File: src/dsmt_pkg.sv
// Shared types and codes for the dual stack with minimum tracking.
// Used by dsmt_lane and by the top level dual_stack_with_min_tracking.
`timescale 1ns / 1ps

package dsmt_pkg;

    localparam logic OP_PUSH    = 1'b0;
    localparam logic OP_POP     = 1'b1;

    localparam logic SEL_FIRST  = 1'b0;
    localparam logic SEL_SECOND = 1'b1;

    localparam logic MODE_SPLIT = 1'b0;
    localparam logic MODE_MIN   = 1'b1;

    typedef enum logic [1:0] {
        STATUS_OK        = 2'd0,
        STATUS_OVERFLOW  = 2'd1,
        STATUS_UNDERFLOW = 2'd2
    } status_t;

    // Command to one stack for the current transfer; push and pop never both set.
    typedef struct packed {
        logic push;
        logic pop;
    } lane_cmd_t;

endpackage

File: src/dsmt_stack_mem.sv
// Simple one-write, one-read memory with a registered read port.
// Holds the deep entries of one stack; no dependencies.
`timescale 1ns / 1ps

module dsmt_stack_mem #(
    parameter int DW    = 32,
    parameter int DEPTH = 64,
    parameter int AW    = 6
) (
    input  logic          clk,
    input  logic          wr_en,
    input  logic [AW-1:0] wr_addr,
    input  logic [DW-1:0] wr_data,
    input  logic          rd_en,
    input  logic [AW-1:0] rd_addr,
    output logic [DW-1:0] rd_data
);

    logic [DW-1:0] mem [DEPTH];
    logic [DW-1:0] rd_data_reg;

    always_ff @(posedge clk)
    begin
        if (wr_en)
        begin
            mem[wr_addr] <= wr_data;
        end
        if (rd_en)
        begin
            rd_data_reg <= mem[rd_addr];
        end
    end

    assign rd_data = rd_data_reg;

endmodule

File: src/dsmt_lane.sv
// One LIFO stack with its top two entries held in registers and the rest in memory.
// Depends on dsmt_pkg and dsmt_stack_mem.
`timescale 1ns / 1ps

module dsmt_lane
    import dsmt_pkg::*;
#(
    parameter int DW    = 32,
    parameter int DEPTH = 64,
    parameter int AW    = 6,
    parameter int CW    = 7
) (
    input  logic          clk,
    input  logic          rst_n,
    input  lane_cmd_t     cmd,
    input  logic [DW-1:0] din,
    output logic [CW-1:0] count,
    output logic [DW-1:0] top,
    output logic [CW-1:0] count_after,
    output logic [DW-1:0] top_after
);

    logic [CW-1:0] count_reg;
    logic [CW-1:0] count_next;
    logic [DW-1:0] top_reg;
    logic [DW-1:0] sub_reg;
    logic          sub_mem_reg;
    logic [DW-1:0] rd_data;
    logic [DW-1:0] sub_eff;
    logic          rd_en;
    logic [CW-1:0] rd_index;

    // After a pop the entry below the top comes from the memory read register.
    assign sub_eff  = sub_mem_reg ? rd_data : sub_reg;
    assign rd_index = count_reg - CW'(3);
    assign rd_en    = cmd.pop && (count_reg >= CW'(3));

    dsmt_stack_mem #(
        .DW    (DW),
        .DEPTH (DEPTH),
        .AW    (AW)
    ) u_mem (
        .clk     (clk),
        .wr_en   (cmd.push),
        .wr_addr (count_reg[AW-1:0]),
        .wr_data (din),
        .rd_en   (rd_en),
        .rd_addr (rd_index[AW-1:0]),
        .rd_data (rd_data)
    );

    always_comb
    begin
        count_next = count_reg;
        top_after  = top_reg;
        if (cmd.push)
        begin
            count_next = count_reg + CW'(1);
            top_after  = din;
        end
        else if (cmd.pop)
        begin
            count_next = count_reg - CW'(1);
            top_after  = sub_eff;
        end
    end

    always_ff @(posedge clk or negedge rst_n)
    begin
        if (!rst_n)
        begin
            count_reg   <= '0;
            sub_mem_reg <= 1'b0;
        end
        else
        begin
            count_reg <= count_next;
            if (cmd.push)
            begin
                sub_mem_reg <= 1'b0;
            end
            else if (cmd.pop)
            begin
                sub_mem_reg <= 1'b1;
            end
        end
    end

    always_ff @(posedge clk)
    begin
        if (cmd.push)
        begin
            top_reg <= din;
            sub_reg <= top_reg;
        end
        else if (cmd.pop)
        begin
            top_reg <= sub_eff;
        end
    end

    assign count       = count_reg;
    assign top         = top_reg;
    assign count_after = count_next;

endmodule

File: src/dual_stack_with_min_tracking.sv
// Top level of the dual stack with minimum tracking.
// Depends on dsmt_pkg and dsmt_lane (which holds dsmt_stack_mem).
`timescale 1ns / 1ps

// Two LIFO stacks share DEPTH slots: the first counts up from the bottom, the
// second down from the top, and the store is full when the counts sum to DEPTH.
// Each stack is kept as its own bank with its top two entries in registers,
// so any sequence of operations runs at full rate while the receiver keeps up.
//
// Input channel s_axis: one transfer is one operation. tuser carries the opcode
// (0 push, 1 pop) and the stack select; tdata carries the signed value.
// Output channel m_axis: exactly one result transfer per operation, in order.
// The cfg_wr_en / cfg_wr_data port writes the mode bit (0 two stacks, 1 min stack);
// the user writes it only while no operation is in flight; the block does not enforce it.
//
// A result passes the input register and then the result register: the operation
// waits in the input register, and the state update and the result register load
// share the edge at which it advances. Throughput is one operation per cycle while
// the receiver keeps up, set by the registered update of the cached tops and counts.
// When the receiver stalls, the result register holds and the input register
// fills; s_axis_tready drops only when both are occupied.
// Reset empties both stacks and selects mode 0; stack memory is not cleared,
// since only entries below the counts are ever read.
module dual_stack_with_min_tracking
    import dsmt_pkg::*;
#(
    parameter int DEPTH      = 64,
    parameter int DATA_WIDTH = 32
) (
    input  logic         clk,
    input  logic         rst_n,
    input  logic         cfg_wr_en,
    input  logic         cfg_wr_data,
    input  logic         s_axis_tvalid,
    output logic         s_axis_tready,
    // Fields from bit 0: value[31:0].
    input  logic [31:0]  s_axis_tdata,
    // Fields from bit 0: opcode[0], stack_sel[1].
    input  logic [1:0]   s_axis_tuser,
    output logic         m_axis_tvalid,
    input  logic         m_axis_tready,
    // Fields from bit 0: popped_value[31:0], status[33:32], top_first[65:34],
    // top_second[97:66], empty_first[98], empty_second[99], full_flag[100],
    // zero fill[103:101].
    output logic [103:0] m_axis_tdata
);

    localparam int AW = (DEPTH > 1) ? $clog2(DEPTH) : 1;
    localparam int CW = $clog2(DEPTH + 1);
    localparam logic [CW:0] DEPTH_W     = (CW + 1)'(DEPTH);
    localparam logic [CW:0] DEPTH_M1_W  = (CW + 1)'(DEPTH - 1);

    // Configuration.
    logic mode_reg;

    // Input register.
    logic                  in_valid_reg;
    logic                  in_op_reg;
    logic                  in_sel_reg;
    logic [DATA_WIDTH-1:0] in_val_reg;

    // Result register.
    logic        out_valid_reg;
    logic [31:0] popped_reg;
    status_t     status_reg;
    logic [31:0] top_first_reg;
    logic [31:0] top_second_reg;
    logic        empty_first_reg;
    logic        empty_second_reg;
    logic        full_reg;

    logic advance;

    lane_cmd_t             cmd1;
    lane_cmd_t             cmd2;
    logic [CW-1:0]         c1;
    logic [CW-1:0]         c2;
    logic [CW-1:0]         c1_after;
    logic [CW-1:0]         c2_after;
    logic [DATA_WIDTH-1:0] top1;
    logic [DATA_WIDTH-1:0] top2;
    logic [DATA_WIDTH-1:0] top1_after;
    logic [DATA_WIDTH-1:0] top2_after;
    logic [CW:0]           used;
    logic [CW:0]           used_after;
    logic                  is_full;
    logic                  near_full;
    logic                  both;
    status_t               status_next;
    logic [DATA_WIDTH-1:0] popped_next;

    // The operation in the input register completes whenever the result
    // register is free or being emptied in this cycle.
    assign advance       = in_valid_reg && (!out_valid_reg || m_axis_tready);
    assign s_axis_tready = !in_valid_reg || advance;

    assign used      = (CW + 1)'(c1) + (CW + 1)'(c2);
    assign is_full   = (used == DEPTH_W);
    assign near_full = (used >= DEPTH_M1_W);
    // In min mode the value also lands on the minimum stack when it ties or
    // beats the current minimum, or when that stack is empty.
    assign both      = (c2 == '0) || ($signed(in_val_reg) <= $signed(top2));

    always_comb
    begin
        cmd1        = '0;
        cmd2        = '0;
        status_next = STATUS_OK;
        popped_next = '0;
        if (in_op_reg == OP_PUSH)
        begin
            if (mode_reg == MODE_SPLIT)
            begin
                if (is_full)
                begin
                    status_next = STATUS_OVERFLOW;
                end
                else if (in_sel_reg == SEL_FIRST)
                begin
                    cmd1.push = 1'b1;
                end
                else
                begin
                    cmd2.push = 1'b1;
                end
            end
            else
            begin
                if (both ? near_full : is_full)
                begin
                    status_next = STATUS_OVERFLOW;
                end
                else
                begin
                    cmd1.push = 1'b1;
                    cmd2.push = both;
                end
            end
        end
        else
        begin
            if ((mode_reg == MODE_SPLIT) && (in_sel_reg == SEL_SECOND))
            begin
                if (c2 == '0)
                begin
                    status_next = STATUS_UNDERFLOW;
                end
                else
                begin
                    cmd2.pop    = 1'b1;
                    popped_next = top2;
                end
            end
            else
            begin
                if (c1 == '0)
                begin
                    status_next = STATUS_UNDERFLOW;
                end
                else
                begin
                    cmd1.pop    = 1'b1;
                    popped_next = top1;
                    // The minimum leaves with the element that set it. After a
                    // mode switch the minimum stack may be empty, and this pop leaves it empty.
                    cmd2.pop    = (mode_reg == MODE_MIN) && (c2 != '0) && (top1 == top2);
                end
            end
        end
        if (!advance)
        begin
            cmd1 = '0;
            cmd2 = '0;
        end
    end

    dsmt_lane #(
        .DW    (DATA_WIDTH),
        .DEPTH (DEPTH),
        .AW    (AW),
        .CW    (CW)
    ) u_first (
        .clk         (clk),
        .rst_n       (rst_n),
        .cmd         (cmd1),
        .din         (in_val_reg),
        .count       (c1),
        .top         (top1),
        .count_after (c1_after),
        .top_after   (top1_after)
    );

    dsmt_lane #(
        .DW    (DATA_WIDTH),
        .DEPTH (DEPTH),
        .AW    (AW),
        .CW    (CW)
    ) u_second (
        .clk         (clk),
        .rst_n       (rst_n),
        .cmd         (cmd2),
        .din         (in_val_reg),
        .count       (c2),
        .top         (top2),
        .count_after (c2_after),
        .top_after   (top2_after)
    );

    assign used_after = (CW + 1)'(c1_after) + (CW + 1)'(c2_after);

    always_ff @(posedge clk or negedge rst_n)
    begin
        if (!rst_n)
        begin
            mode_reg      <= MODE_SPLIT;
            in_valid_reg  <= 1'b0;
            out_valid_reg <= 1'b0;
        end
        else
        begin
            if (cfg_wr_en)
            begin
                mode_reg <= cfg_wr_data;
            end
            if (s_axis_tready)
            begin
                in_valid_reg <= s_axis_tvalid;
            end
            if (advance)
            begin
                out_valid_reg <= 1'b1;
            end
            else if (m_axis_tready)
            begin
                out_valid_reg <= 1'b0;
            end
        end
    end

    always_ff @(posedge clk)
    begin
        if (s_axis_tready && s_axis_tvalid)
        begin
            in_op_reg  <= s_axis_tuser[0];
            in_sel_reg <= s_axis_tuser[1];
            in_val_reg <= DATA_WIDTH'($signed(s_axis_tdata));
        end
        if (advance)
        begin
            popped_reg       <= 32'($signed(popped_next));
            status_reg       <= status_next;
            top_first_reg    <= (c1_after == '0) ? '0 : 32'($signed(top1_after));
            top_second_reg   <= (c2_after == '0) ? '0 : 32'($signed(top2_after));
            empty_first_reg  <= (c1_after == '0);
            empty_second_reg <= (c2_after == '0);
            full_reg         <= (used_after == DEPTH_W);
        end
    end

    assign m_axis_tvalid = out_valid_reg;
    assign m_axis_tdata  = {3'b000, full_reg, empty_second_reg, empty_first_reg,
                            top_second_reg, top_first_reg, status_reg, popped_reg};

endmodule

File: config.mk
export PLATFORM = sky130hd
export DESIGN_NAME = dual_stack_with_min_tracking
export DESIGN_NICKNAME = d
export VERILOG_FILES = /design/src/dsmt_pkg.sv /design/src/dsmt_stack_mem.sv /design/src/dsmt_lane.sv /design/src/dual_stack_with_min_tracking.sv
export SDC_FILE = /design/constraint.sdc
export NUM_CORES = 2
export LEC_CHECK = 0
export BUFFER_PORTS_ARGS = -buffer_cell sky130_fd_sc_hd__buf_2
export CAP_MARGIN = 20
export CORE_ASPECT_RATIO = 0.8
export CORE_MARGIN = 5
export CORE_UTILIZATION = 57
export CTS_CLUSTER_SIZE = 14
export DETAILED_ROUTE_END_ITERATION = 16
export GPL_TIMING_DRIVEN = 0
export HOLD_SLACK_MARGIN = 0.15
export PLACE_DENSITY = 0.76
export SYNTH_ARGS = -nofsm -noshare
export SYNTH_HDL_FRONTEND = slang
export SYNTH_SLANG_ARGS = --single-unit
File: constraint.sdc
create_clock -name clk -period 8.67 [get_ports clk]
set_clock_uncertainty 0.1 [all_clocks]
set_input_delay 0.867 -clock clk [delete_from_list [all_inputs] [get_ports clk]]
set_output_delay 0.867 -clock clk [all_outputs]
set_load 0.05 [all_outputs]
; Yosys cells after proc, flatten, opt, wreduce, memory -nomap -nowiden
; Memory sizes are Yosys's and may differ from the RTL's. A register that Yosys moved wholly into a read port is not among the register bits.
; Index checks and enable logic that the tools add are counted.
[totals]
memories = 2
ff_bits = 282
in_bits = 40
ramBits = 4096
word_cells = 109
output_inout_bits = 106
[mem_list]
columns = memory, words, word_bits, read_ports, rd_clocked_by_memory_dff, write_ports, line_no
row1 = u_first.u_mem.mem, 64, 32, 1, 1, 1, dsmt_stack_mem.sv:19  ; logic [DW-1:0] mem [DEPTH];
row2 = u_second.u_mem.mem, 64, 32, 1, 1, 1, dsmt_stack_mem.sv:19
[op_classes]
bitwise = 1
order_cmp = 4
reduce_logical = 20
mux = 50
n_eq_ne = 3
add_sub_neg = 8
[op_table]
columns = operator, n
row1 = 32-bit two-way mux, 9
row2 = 32-bit equality test, 1
row3 = 32-bit less-or-equal comparator, 1
row4 = 1-bit two-way mux, 30
row5 = 7-bit zero test, 4
row6 = 7-bit two-way mux, 4
row7 = 7-bit by 7-bit adder with 8-bit output, 2
row8 = "8-bit by 7-bit equality test with 1-bit output, second input constant", 2
row9 = "7-bit by 1-bit adder with 7-bit output, second input constant", 2
row10 = "7-bit by 2-bit greater-or-equal comparator with 1-bit output, second input constant", 2
row11 = 2-bit two-way mux, 7
row12 = "7-bit by 1-bit subtractor with 7-bit output, second input constant", 2
row13 = "6-bit by 2-bit subtractor with 6-bit output, second input constant", 2
row14 = "8-bit by 6-bit greater-or-equal comparator with 1-bit output, second input constant", 1
row15 = 1-bit logical AND, 7
row16 = 7-bit nonzero test, 1
row17 = 2-bit nonzero test, 3
row18 = 1-bit logical OR, 3
row19 = 1-bit zero test, 2
row20 = 1-bit inverter, 1

; Logic depth before layout (Yosys ltp)
[depth]
word_depth = 11
ltp_mapped = 24
depth_no_buf = 21

; By module
; A second synthesis with hierarchy kept.
[hier_totals]
hier_cells = 7804
hier_area_um2 = 170962.7
[by_module_without_submodules]
columns = mod, area_each_um2, seq_area_each_um2, cells_per_inst, instances
row1 = dsmt_stack_mem, 78835.6, 62459.9, 3324, 2
row2 = dual_stack_with_min_tracking, 7060.5, 4129.0, 564, 1
row3 = dsmt_lane, 3115.5, 1801.7, 296, 2

; Worst setup path after synthesis
; OpenSTA, ideal clock, no wires.
[synth_timing]
path_type = input -> register
startpoint = input port m_axis_tready
endpoint = memory u_first.u_mem.mem[31][0], enable pin
path_slack_ps = 115
setup_time_ps = 461
n_path_buf = 3
t_arrival_ps = 7994
required_ps = 8109
stages = 9
path_cell_list = nand2b_1 > and2_0 > nor2b_1 > nand2_1 > or3_1 > buf_6 > buf_6 > clkbuf_1 > nor3_1
[synth_via]
elab_chain_len = 5
[synth_rtl]
columns = item, line_no
row1 = "start, declared", dual_stack_with_min_tracking.sv:41  ; input logic m_axis_tready,
row2 = 1-bit logical OR, dual_stack_with_min_tracking.sv:94  ; assign advance = in_valid_reg && (!out_valid_reg || m_axis_tready);
row3 = 1-bit logical AND, dual_stack_with_min_tracking.sv:94
row4 = named net advance, dual_stack_with_min_tracking.sv:72  ; logic advance;
row5 = 2-bit two-way mux, dual_stack_with_min_tracking.sv:170  ; if (!advance)
row6 = 1-bit two-way mux, dsmt_stack_mem.sv:24  ; if (wr_en)
row7 = 1-bit two-way mux (not written as such), dsmt_stack_mem.sv:26  ; mem[wr_addr] <= wr_data;
row8 = "end, declared", dsmt_stack_mem.sv:19
; The timed path passes the listed nets, and every way through them passes these cells.

; Final worst setup path
[layout_timing]
startpoint = register in_val_reg[12]
endpoint = memory u_second.u_mem.mem[47][15], enable pin
[layout_via]
elab_chain_len = 9
[layout_rtl]
columns = item, line_no
row1 = "start, declared", dual_stack_with_min_tracking.sv:60  ; logic [DATA_WIDTH-1:0] in_val_reg;
row2 = "start signal, assigned", dual_stack_with_min_tracking.sv:246  ; in_val_reg <= DATA_WIDTH'($signed(s_axis_tdata));
row3 = 32-bit less-or-equal comparator (*), dual_stack_with_min_tracking.sv:102  ; assign both = (c2 == '0) || ($signed(in_val_reg) <= $signed(top2));
row4 = 1-bit logical OR (*), dual_stack_with_min_tracking.sv:102
row5 = 1-bit two-way mux, dual_stack_with_min_tracking.sv:129  ; if (both ? near_full : is_full)
row6 = 1-bit two-way mux (*), dual_stack_with_min_tracking.sv:129
row7 = 1-bit two-way mux (*), dual_stack_with_min_tracking.sv:112  ; if (mode_reg == MODE_SPLIT)
row8 = 1-bit two-way mux (*), dual_stack_with_min_tracking.sv:110  ; if (in_op_reg == OP_PUSH)
row9 = 2-bit two-way mux (*), dual_stack_with_min_tracking.sv:170
row10 = named net u_second.u_mem.wr_en, dsmt_stack_mem.sv:11  ; input logic wr_en,
row11 = 1-bit two-way mux (*), dsmt_stack_mem.sv:24
row12 = 1-bit two-way mux (not written as such) (*), dsmt_stack_mem.sv:26
row13 = "end, declared", dsmt_stack_mem.sv:19
; Mark *: on every way through the listed nets, which the timed path passes. The rest lies on a longest branch.

==> metrics <==
Fin Setup TNS 0 ns; Least-Margin Pin Slew 1.29 ns; CTS Buf Count about 420; WP data arrival 8.78 ns; Max Cap Viol 0; Slew Limit Fails 0; Die ar. about 310000 µm²; Crit path max-delay family simple AND/OR/NAND/NOR gates; GRT Total Usage 0.325; FF+latch count, synth 4442; total gr overflow 0; worst relative slew slack 0.136; Sw Pwr 27.7 mW; # fillers between 15000 and 20000; area growth from synthesis to layout 17.4%; Finished Cell Area 201000 µm²; DR vias 89900; Post-Syn Area roughly 170000 µm²; die height 501 µm; commonest non-fill, non-tap cell in the layout edfxtp_1; Crit path required time 9.20 ns; share of layout cells above drive strength 1 0.301; commonest non-fill, non-tap cells in the layout edfxtp_1, mux4_2, clkbuf_16, clkbuf_1, nand2_1; number of antenna violations at the first check in global routing 28; Buf+Inv Stages, Crit Path 6; # DRC 0; synthesized area per cell 23.1 µm²; sequential element share of the synthesized area 0.774; drt pass-1 iters 8; Seq pwr share 0.338; area occupied by multi-input gates around 38000 µm²; Finished Layout Cells approximately 13000; H-tree depth 5; hpwl dp 324000 µm; Final Setup Violations 0; CORE AREA 300000 µm²; maximum VDD drop 0.236 mV; met1 Usage GRT 0.427; Async SR Flop Fraction 0.00428; top_reg_cell synth edfxtp_1; WL final 516000 µm; Post-DP Area 186000 µm²; max incr delay on CP 1.21 ns; vias in the first global route slightly below 90000; DRT antenna net count 0; final worst path period need between 8 and 9 ns; number of synthesized flops with an enable pin 4359; worst setup margin about 0.42 ns; Routed WL per cell 40.3 µm; detail-routed via count per cell 7.03; type of the worst min-delay path input port to asynchronous set/reset pin; CP max FO 41; nets@finish 8540; unrepaired setup endpoints after global routing false; IO Count 146; Critical Path Sink Type flop; CP Cell Sequence buf_16, buf_12, ha_1, nand3_1, or4_1, o311a_1, a21boi_1, nand3_1, a21boi_1, buf_2, buf_2, buf_2, nand4b_1, nor2_4, buf_16; CP most frequent cell buf_2; leak pwr approximately 63 nW; status completed; FF+latch area 133000 µm²; fmax 121 MHz; met2 Use GR 0.503; Int Pwr 47.5 mW; clock share of power 0.247; CTS tree built; Yosys Warn Count 0; Clock transition at path regs 0.06 ns; largest net degree at the start of global routing 63; logic gate share of total power 0.415; PwrDens 374 nW/µm²; post-placement worst setup slack 0.347 ns; CTS Root Cell clkbuf_16; CP max stage cell nor2_4; Sw Share 0.368; Hold WS 0.400 ns; number of setup buffers added after CTS 0; placed insts 11900; final worst-path cycle share 0.951; clk_lat worst skew 0.98 ns; Most Used Layer, Global Route met2; CTS Buffer Depth 4; First DRT Iteration DRCs around 16000; Die W 623 µm; fin util 0.671; Placer Congestion 0.970; Final Hold Vio Count 0; Initial Util 0.572; grt met3 use 0.0973; Rows 180; kind of start point of the critical path flop; post-synth cell types 71; critical path class flop to flop; Final Power 75.3 mW; global-route wire length before repair roughly 700000 µm; TritonCTS sink count 4442; Syn Inst Count 7407; biggest regs u_first.u_mem.mem: 2048 flops, u_second.u_mem.mem: 2048 flops; PortBufs roughly 140
==> power groups by stage <==
stage | logic [mW] | clock network, mW | registers, mW
after floorplan | 16.6 | 0 | 26.0
after detailed placement | 28.7 | 0 | 25.9
after global placement | 26.9 | 0 | 26.3
final | 31.3 | 18.6 | 25.4
after CTS | 29.4 | 18.5 | 25.4
after global routing | 32.0 | 19.6 | 25.4
==> layout make-up <==
| class | count | share of cell area |
|---|---|---|
| tap | 4004 | 0.0249 |
| clock inverter | 253 | 0.0127 |
| antenna | 8 | 0.0000994 |
| clock buffer | 508 | 0.0546 |
| inverter | 46 | 0.000895 |
| multi-input combinational | 2505 | 0.188 |
| timing repair buffer | 616 | 0.0512 |
| sequential | 4442 | 0.659 |
| buffer | 416 | 0.00844 |
==> final timing paths <==
| path | startpoint | end | slack (ns) | depth (start not counted) |
|---|---|---|---|---|
| max | in_val_reg[12]$_DFFE_PP_ | u_second.u_mem.mem[47][15]$_DFFE_PP_ | 0.42 | 15 |
| min | rst_n | m_axis_tvalid$_DFFE_PN0P_ | 0.40 | 2 |
| max reg2reg | in_val_reg[12]$_DFFE_PP_ | u_second.u_mem.mem[47][15]$_DFFE_PP_ | 0.42 | 15 |
| min reg2reg | in_valid_reg$_DFFE_PN0N_ | m_axis_tvalid$_DFFE_PN0P_ | 0.40 | 1 |
| max in group asynchronous | rst_n | u_second.sub_mem_reg$_DFFE_PN0P_ | 7.54 | 2 |
| min in group clk | in_valid_reg$_DFFE_PN0N_ | m_axis_tvalid$_DFFE_PN0P_ | 0.40 | 1 |
==> kinds of logic (layout without fill, tap and decap cells) <==
logic type / after synthesis / count (layout) / share of synthesized area
flip-flops: 4442 / 4442 / 0.774
multiplexers: 1405 / 1405 / 0.175
AND/OR/NAND/NOR: 581 / 581 / 0.0160
buffers and inverters: 462 / 1839 / 0.0109
AO/OA/AOI/OAI: 403 / 403 / 0.0168
XOR/XNOR: 59 / 59 / 0.00306
adder cells (fa/ha/maj): 54 / 54 / 0.00403
other: 1 / 11 / 0.0000219
==> timing repair <==
item                                   in CTS  in global routing
setup endpoints to repair                   1                  0
endpoints found under the hold margin      56                  0
gates resized for setup                     1                  0
hold buffers                               40                  0
==> routing by layer <==
metal | vias to the layer above | wire, µm | part of all wire
li1 | 33700 | - | -
met1 | 46800 | 171000 | 0.33
met2 | 8086 | 244000 | 0.47
met3 | 1378 | 68600 | 0.13
met4 | 12 | 32900 | 0.064
met5 | - | 70 | 0.00014
==> Yosys cell counts, types with 15 or more instances <==
library cell,number,area share
edfxtp_1,4359,0.76
mux4_2,1280,0.17
clkbuf_1,250,0.0055
nand2_1,200,0.0044
nor2_1,155,0.0034
buf_1,130,0.0028
mux2i_1,124,0.0072
nor2b_1,100,0.0036
a21oi_1,83,0.0024
o21ai_0,79,0.0023
a211oi_1,67,0.0029
dfxtp_1,64,0.0075
ha_1,52,0.0038
xnor2_1,47,0.0024
inv_1,44,0.00096
o211ai_1,36,0.0016
a22oi_1,34,0.0015
a21boi_0,33,0.0014
nand3_1,24,0.00070
a32oi_2,22,0.0021
dfrtp_1,19,0.0028
buf_2,17,0.00050
nand4_1,16,0.00058
nor3_1,16,0.00047
or3_1,15,0.00055
(Power assumes the default switching activity.)
